<file path="config.mk">
export PLATFORM = sky130hd
export DESIGN_NAME = rtpb_ctrl
export DESIGN_NICKNAME = d
export VERILOG_FILES = /design/src/rtl/core/rtpb_pkg.sv /design/src/rtl/core/rtpb_ctrl.sv
export SDC_FILE = /design/constraint.sdc
export NUM_CORES = 1
export LEC_CHECK = 0
export ABC_AREA = 1
export BUFFER_PORTS_ARGS = -buffer_cell sky130_fd_sc_hd__clkbuf_2
export CAP_MARGIN = 5
export CORE_AREA = 2 2 39 41
export CTS_CLUSTER_DIAMETER = 60
export DETAILED_ROUTE_END_ITERATION = 8
export DIE_AREA = 0 0 41 43
export PLACE_DENSITY = 0.3
export SLEW_MARGIN = 20
export SYNTH_ARGS = -nofsm -noshare
export SYNTH_HDL_FRONTEND = slang
export SYNTH_SLANG_ARGS = --single-unit
</file>
<file path="constraint.sdc">
create_clock -name clk -period 1.9 [get_ports clk]
set_input_delay 0.19 -clock clk [delete_from_list [all_inputs] [get_ports clk]]
set_output_delay 0.19 -clock clk [all_outputs]
set_load 0.05 [all_outputs]
</file>
<file path="src/rtl/core/rtpb_pkg.sv">
// rtpb_pkg: shared types and constants of the rtp reorder buffer
// request/response beat layouts, status codes, controller states and
// the command/status bundles between controller and datapath; no dependencies
package rtpb_pkg;

  // packet format constants
  localparam logic [15:0] HDR_LEN      = 16'd12;
  localparam logic [15:0] MARKER_LEN   = 16'd16;
  localparam logic [31:0] EMPTY_MARKER = 32'h0068_3400;
  localparam logic [15:0] MAX_LEN_RST  = 16'd2048;

  // register index of max_packet_len (paddr[2])
  localparam logic REG_MAX_LEN = 1'b0;

  typedef enum logic [1:0] {
    REQ_ENQ    = 2'd0,
    REQ_DEQ    = 2'd1,
    REQ_RESEND = 2'd2,
    REQ_FLUSH  = 2'd3
  } req_type_t;

  typedef enum logic [3:0] {
    STAT_STORED    = 4'd0,
    STAT_IGNORED   = 4'd1,
    STAT_BAD_LEN   = 4'd2,
    STAT_NONE      = 4'd3,
    STAT_DELIVERED = 4'd4,
    STAT_SKIPPED   = 4'd5,
    STAT_NO_RESEND = 4'd6,
    STAT_RESEND    = 4'd7,
    STAT_FLUSHED   = 4'd8
  } status_t;

  typedef struct packed {
    logic [1:0]  req_type;
    logic [15:0] seq_in;
    logic        use_seq;
    logic [15:0] data_len;
    logic [31:0] marker_word;
    logic [63:0] rtp_time;
    logic [63:0] ntp_time;
    logic [15:0] payload_tag;
    logic        never_wait;
    logic        flush_to_empty;
  } req_t;

  typedef struct packed {
    logic [3:0]  status;
    logic [15:0] out_seq;
    logic [63:0] out_rtp_time;
    logic [63:0] out_ntp_time;
    logic [15:0] out_length;
    logic [15:0] out_tag;
    logic [15:0] resend_first;
    logic [15:0] resend_count;
  } rsp_t;

  // one stored packet
  typedef struct packed {
    logic [15:0] seq;
    logic [63:0] rtp;
    logic [63:0] ntp;
    logic [15:0] length;
    logic [15:0] tag;
  } slot_t;

  typedef enum logic [1:0] {
    ST_IDLE,
    ST_READ,
    ST_EXEC,
    ST_SCAN
  } fsm_state_t;

  typedef struct packed {
    logic capture;
    logic mem_rd;
    logic commit;
    logic scan_step;
  } ctrl_cmd_t;

  typedef struct packed {
    logic is_resend;
    logic scan_done;
    logic out_free;
  } dp_stat_t;

endpackage

</file>
<file path="src/rtl/core/rtpb_ctrl.sv">
// rtpb_ctrl: sequencing state machine of the reorder buffer
// issues capture, slot read, scan and commit commands; uses rtpb_pkg
module rtpb_ctrl (
  input  logic                clk,
  input  logic                rst_n,
  input  logic                in_valid,
  output logic                in_ready,
  input  rtpb_pkg::dp_stat_t  stat,
  output rtpb_pkg::ctrl_cmd_t cmd
);

  rtpb_pkg::fsm_state_t state_r, state_nxt;

  // state register
  always_ff @(posedge clk) begin
    if (!rst_n) begin
      state_r <= rtpb_pkg::ST_IDLE;
    end else begin
      state_r <= state_nxt;
    end
  end

  // next state and commands
  always_comb begin
    state_nxt = state_r;
    cmd       = '0;
    in_ready  = 1'b0;
    case (state_r)
      rtpb_pkg::ST_IDLE: begin
        in_ready    = 1'b1;
        cmd.capture = in_valid;
        if (in_valid) state_nxt = rtpb_pkg::ST_READ;
      end
      rtpb_pkg::ST_READ: begin
        cmd.mem_rd = 1'b1;
        state_nxt  = stat.is_resend ? rtpb_pkg::ST_SCAN : rtpb_pkg::ST_EXEC;
      end
      rtpb_pkg::ST_EXEC: begin
        if (stat.out_free) begin
          cmd.commit = 1'b1;
          state_nxt  = rtpb_pkg::ST_IDLE;
        end
      end
      rtpb_pkg::ST_SCAN: begin
        if (!stat.scan_done) begin
          cmd.scan_step = 1'b1;
        end else if (stat.out_free) begin
          cmd.commit = 1'b1;
          state_nxt  = rtpb_pkg::ST_IDLE;
        end
      end
      default: state_nxt = rtpb_pkg::ST_IDLE;
    endcase
  end

endmodule

</file>
==> results of run 1 <==
-- layer usage --
| layer | routed length [um] | part of all wire [%] | vias up | track usage, % |
|---|---|---|---|---|
| li1 | - | - | 91 | - |
| met1 | 194 | 53 | 67 | 6.71 |
| met2 | 132 | 36 | 7 | 5.63 |
| met3 | 34 | 9.2 | 2 | 4.71 |
| met4 | 6 | 1.6 | 0 | 6.00 |
| met5 | 0 | 0 | - | 0 |
-- kinds of logic (layout without fill, tap and decap cells) --
kind of cell | count (synthesis) | in the layout | share of synthesized area (%)
and+or+nand+nor | 12 | 12 | 43.9
AOI/OAI and AO/OA | 2 | 2 | 7.02
DFF | 2 | 2 | 28.1
buffers and inverters | 7 | 19 | 21.1
-- cells in the final DEF (no fill, tap or decap) --
| master | instances |
|---|---|
| clkbuf_2 | 10 |
| inv_1 | 6 |
| nor2_1 | 3 |
| nand2_1 | 3 |
| nor2_2 | 3 |
| clkbuf_4 | 3 |
| o21ai_0 | 2 |
| dfxtp_1 | 2 |
| nand3_2 | 1 |
| nand2_2 | 1 |
| nand3_1 | 1 |
-- cells in the mapped netlist, drive strengths merged --
cell type / n / area share, %
nand2: 4 / 12
inv: 6 / 16
nand3: 2 / 11
o21ai: 2 / 7.0
nor2: 6 / 21
buf: 1 / 5.3
dfxtp: 2 / 28
-- worst register-to-register path, delay by kind of cell (launching register included) --
| family | cells | cell delay, ps |
|---|---|---|
| and+or+nand+nor | 4 | 260 |
| DFF | 1 | 420 |
| buffers and inverters | 1 | 100 |
-- power groups by stage --
| stage | logic (mW) | registers, mW | clock network, mW |
|---|---|---|---|
| finish | 0.110 | 0.0601 | 0.0933 |
| global route | 0.118 | 0.0626 | 0.103 |
| CTS | 0.111 | 0.0603 | 0.0974 |
| detailed placement | 0.111 | 0.0609 | 0 |
| global placement | 0.112 | 0.0605 | 0 |
| floorplan | 0.0918 | 0.0583 | 0 |
-- stage by stage --
stage	hold WS (ps)	power [mW]	std cells	util [%]	instance area [sq um]
finish	222	0.263	51	16.5	228
global route	228	0.284	51	16.5	228
CTS	209	0.269	51	16.5	228
detailed placement	443	0.172	48	14.8	205
global placement	451	0.172	48	14.8	205
floorplan	332	0.150	23	-	143
-- how the worst max path moves through the flow --
stage          startpoint     end  slack, ps  cells after the start
2_1_floorplan  state_r[0]  cmd[3]        430                      3
3_3_place_gp   state_r[1]  cmd[1]        750                      4
3_5_place_dp   state_r[1]  cmd[1]        740                      3
4_1_cts        state_r[1]  cmd[1]        500                      3
5_1_grt        state_r[1]  cmd[1]        410                      3
6_report       state_r[1]  cmd[1]        520                      3
-- final cells by class --
type                       count  area, sq um
tap                           16         20.0
inverter                       6         22.5
multi-input combinational     14         72.6
clock buffer                   3         22.5
fill                         170         1160
timing repair buffer          10         50.0
sequential                     2         40.0
==> results by group, run 1 <==
Critical path
  – Reg-to-reg critical path startpoint: state_r[1]
  – Max incr delay on CP: 420 ps
  – R2r setup slk: 1010 ps
  – Critical Path AT: 1190 ps
  – Crit Reg-Reg Endpoint: state_r[0]
  – CP Cell Sequence: inv_1 -> nor2_2 -> clkbuf_2
  – Crit path buf inv count: 2
  – Crit. End Element: primary output
  – Startpoint types: flip-flop
  – Crit-path leading delay family: flip-flops
  – Worst path slowest cell: dfxtp_1
  – Critical Path RT: 1710 ps
  – Worst-path fanout max: 6
  – Worst reg-to-reg path cell count: 5
  – Crit Path Category: flip-flop to primary output

CTS
  – CTS sink cnt: 2
  – CTS root buffer: clkbuf_4
  – Clk_lat worst skew: 220 ps
  – Postcts setup bufs: 0
  – Clk slew on worst S/H paths: 30 ps
  – CTS tree: done
  – CTS Buffer Depth: 2
  – CTS Buf Count: 3
  – PostCTS Resize Cnt: 0
  – CTS hold repair buffers: 0
  – H-tree Lvls: 1

Routing
  – WL final: 368 um
  – Vias per Instance: 3.27
  – Vias: 167
  – WL per Instance: 7.22 um
  – Routed Antenna Nets: 0
  – DRT Pass-1 Iters: 2
  – DRC viols: 0
  – Starting DRT DRC Count: 2

Status
  – Status: finished clean

Worst hold path
  – Hold Path Origin: rst_n
  – Worst hold stages: 3
  – Hold Path Class: primary input to flip-flop
  – Hold EP: state_r[0]

GRT
  – Antenna violations before repair: 0
  – First-pass GRT wire length: 607 um
  – Vias in the first global route: 158
  – Grt total ovfl: 0
  – Pin count of the biggest net entering global routing: 7
  – Gr usage total: 5.71%

Floorplanning
  – Row count: 14
  – Die X: 41 um
  – Die Y-Extent: 43 um
  – I/O pins: 11
  – Core area: 0.00138 sq mm
  – Initial Utilization: 10.3%
  – Die area: 0.00176 sq mm

Yosys
  – Unique masters post-synth: 10
  – Synthesized flop and latch total: 2
  – Post-Syn Nets: 29
  – Synth warnings: 0
  – Netlist Area Pre-Place: 143 sq um
  – Synthesized instance count: 23
  – Seq/Total Area, Yosys: 28.1%
  – Syn_area_per_cell: 6.20 sq um

Place
  – GPL Wtd Cong: 0.624
  – Port buffer count: 10
  – Final HPWL DP: 293 um
  – Dpl ws: 743 ps

STA
  – Transition time of the tightest slew-check pin: 277 ps
  – Final min period: 1380 ps
  – Setup total negative slack: 0 ps
  – Setup Viol. Count Final: 0
  – Setup ws final: 522 ps
  – Normalized max-slew margin: 81.6%
  – Pins Over Slew Limit: 0
  – Final Hold Vio Count: 0
  – Final Cycle Share: 72.5%
  – Fmax: 726 MHz
  – Clock Skew: 4.38 ps
  – Unrepaired setup endpoints after global routing: false

Power
  – PD cells: 1160 mW/mm^2
  – Int Pwr: 145 uW
  – Combinational share of power: 41.7%
  – Sequential power share: 22.9%
  – Switch share: 44.7%
  – Clock network power share: 35.4%
  – Peak supply drop: 351 uV
  – Sw Pwr: 118 uW
  – Leakage power: 0.136 nW

Flow run
  – Max-Cap Viols: 0

Cells and area
  – Layout cells sized above 1: 51.4%
  – Biggest register: state_r
  – Area delta synth->final: 59.6%
  – Regs by FF count: state_r x2
  – Max reg flops: 2
  – Ant diodes: 0
  – Post-layout nets: 43
No activity file was read; power rests on OpenSTA's default activity.
==> run 2, diff against run 1 <==
==> constraint.sdc (replaced) <==
create_clock -name clk -period 1.4 [get_ports clk]
set_input_delay 0.14 -clock clk [delete_from_list [all_inputs] [get_ports clk]]
set_output_delay 0.14 -clock clk [all_outputs]
set_load 0.05 [all_outputs]
==> run 2 against run 1 <==
Die area unchanged. Clock-buffer cell count unchanged. Register-to-register slack got worse by 500 ps.
==> results by group, run 2 (synthesized netlist as in run 1, its figures left out) <==
Status
  – Status: finished clean (unchanged)

Place
  – Port buffer count: 10 (unchanged)
  – Placed cell areas: 210 sq um (was 205 sq um)
  – Post-placement cell count: 48 (unchanged)
  – Dpl ws: 244 ps (was 743 ps)
  – Final HPWL DP: 297 um (was 293 um)
  – GPL Wtd Cong: 0.563 (was 0.624)

Cells and area
  – Fin util: 16.9% (was 16.5%)
  – Post-layout nets: 43 (unchanged)
  – Biggest register: state_r (unchanged)
  – Layout cells sized above 1: 54.3% (was 51.4%)
  – Most common cell after layout, fill and taps aside: clkbuf_2 (unchanged)
  – Regs by FF count: state_r x2 (unchanged)
  – Max reg flops: 2 (unchanged)
  – Ant diodes: 0 (unchanged)
  – Most frequent cells in the layout: clkbuf_2, inv_1, nor2_1, nand2_1, clkbuf_4 (was clkbuf_2, inv_1)
  – Fillers: 176 (was 170)
  – Design area: 234 sq um (was 228 sq um)
  – Non-filler cells, final: 51 (unchanged)
  – Area delta synth->final: 64.0% (was 59.6%)

GRT
  – Grt total ovfl: 0 (unchanged)
  – First-pass GRT wire length: 503 um (was 607 um)
  – Vias in the first global route: 155 (was 158)
  – Antenna violations before repair: 0 (unchanged)
  – Gr usage total: 4.61% (was 5.71%)
  – Pin count of the biggest net entering global routing: 7 (unchanged)

Critical path
  – R2r setup slk: 510 ps (was 1010 ps)
  – Crit Reg-Reg Endpoint: state_r[0] (unchanged)
  – Critical Path AT: 1150 ps (was 1190 ps)
  – Crit Path Category: flip-flop to primary output (unchanged)
  – Crit path launch: state_r[0] (was state_r[1])
  – Worst reg-to-reg path cell count: 5 (unchanged)
  – Critical Path RT: 1260 ps (was 1710 ps)
  – Worst setup path endpoint: cmd[1] (unchanged)
  – Crit. End Element: primary output (unchanged)
  – Startpoint types: flip-flop (unchanged)
  – Worst-path fanout max: 6 (unchanged)
  – Reg-to-reg critical path startpoint: state_r[0] (was state_r[1])

Floorplanning
  – Core area: 0.00138 sq mm (unchanged)
  – Row count: 14 (unchanged)
  – Die area: 0.00176 sq mm (unchanged)
  – I/O pins: 11 (unchanged)
  – Initial Utilization: 10.3% (unchanged)
  – Die X: 41 um (unchanged)
  – Die Y-Extent: 43 um (unchanged)

CTS
  – Clk_lat worst skew: 220 ps (about the same)
  – CTS sink cnt: 2 (unchanged)
  – Clk slew on worst S/H paths: 30 ps (about the same)
  – CTS Buffer Depth: 2 (unchanged)
  – CTS tree: done (unchanged)
  – H-tree Lvls: 1 (unchanged)
  – CTS root buffer: clkbuf_4 (unchanged)
  – Postcts setup bufs: 0 (unchanged)
  – CTS Buf Count: 3 (unchanged)

STA
  – Final Hold Vio Count: 0 (unchanged)
  – Final min period: 1290 ps
  – Final Cycle Share: 92.0%
  – Setup Viol. Count Final: 0 (unchanged)
  – Setup ws final: 112 ps (was 522 ps)
  – Transition time of the tightest slew-check pin: 268 ps (was 277 ps)
  – Normalized max-slew margin: 82.1% (was 81.6%)
  – Fmax: 776 MHz
  – Clock Skew: 1.16 ps (was 4.38 ps)
  – Pins Over Slew Limit: 0 (unchanged)
  – Unrepaired setup endpoints after global routing: false (unchanged)
  – Setup total negative slack: 0 ps (unchanged)

Routing
  – Vias: 162 (was 167)
  – DRT Pass-1 Iters: 1 (was 2)
  – WL per Instance: 6.73 um (was 7.22 um)
  – Starting DRT DRC Count: 0 (was 2)
  – WL final: 343 um (was 368 um)
  – Routed Antenna Nets: 0 (unchanged)
  – Vias per Instance: 3.18 (was 3.27)
  – DRC viols: 0 (unchanged)

Flow run
  – Max-Cap Viols: 0 (unchanged)

Power
  – PD cells: 1530 mW/mm^2 (was 1160 mW/mm^2)
  – Leakage power: 0.139 nW (was 0.136 nW)
  – Peak supply drop: 340 uV (was 351 uV)

Worst hold path
  – Hold Path Class: primary input to flip-flop (unchanged)
==> run 2: changes by cell type in the layout (fill, tap and decap cells not counted) <==
cell,before,now
buf_2,0,1
clkbuf_2,10,9
dfxtp_1,2,1
dfxtp_2,0,1
nor2_2,3,2
nor2_4,0,1
==> run 2: final cells by class <==
type | count | area, sq um | share of cell area, %
tap | 16 | 20.0 | 8.56
inverter | 6 | 22.5 | 9.63
sequential | 2 | 41.3 | 17.6
multi-input combinational | 14 | 77.6 | 33.2
clock buffer | 3 | 22.5 | 9.63
timing repair buffer | 10 | 50.0 | 21.4
==> run 2: timing repair <==
item	CTS	global route
gates resized for setup	0	2
hold buffers	0	0
setup endpoints to repair	0	1
==> run 2: worst max-delay path, stage by stage, from the launching register on <==
cell and delay, ps:
dfxtp_1 370, nand3_2 120, nand2_2 60, nor2_2 110, buf_2 270
==> run 2: worst min-delay path by stage <==
| stage | start | endpoint | slack [ps] | cells after the start |
|---|---|---|---|---|
| 2_1_floorplan | rst_n | state_r[0] | 280 | 2 |
| 3_3_place_gp | rst_n | state_r[0] | 400 | 3 |
| 3_5_place_dp | rst_n | state_r[0] | 400 | 3 |
| 4_1_cts | rst_n | state_r[0] | 170 | 3 |
| 5_1_grt | rst_n | state_r[0] | 180 | 3 |
| 6_report | rst_n | state_r[0] | 170 | 3 |
==> run 2: metrics by stage <==
step,hold slack [ps],power [mW]
global route,178,0.385
CTS,166,0.369
finish,174,0.358
global placement,396,0.239
detailed placement,399,0.238
floorplan,282,0.209
==> run 2: report_power, final <==
| part | switching [mW] | total, mW | internal, mW |
|---|---|---|---|
| Combinational | 0.110 | 0.149 | 0.0392 |
| Clock | 0.0281 | 0.122 | 0.0941 |
| Sequential | 0.0192 | 0.0867 | 0.0675 |
| Total | 0.157 | 0.358 | 0.201 |
==> run 2: per-layer routing <==
metal / share of wire (%) / track usage, %
met5: 0 / 0
met4: 0 / 6.00
met3: 7.9 / 1.57
met2: 53 / 6.25
met1: 39 / 4.47
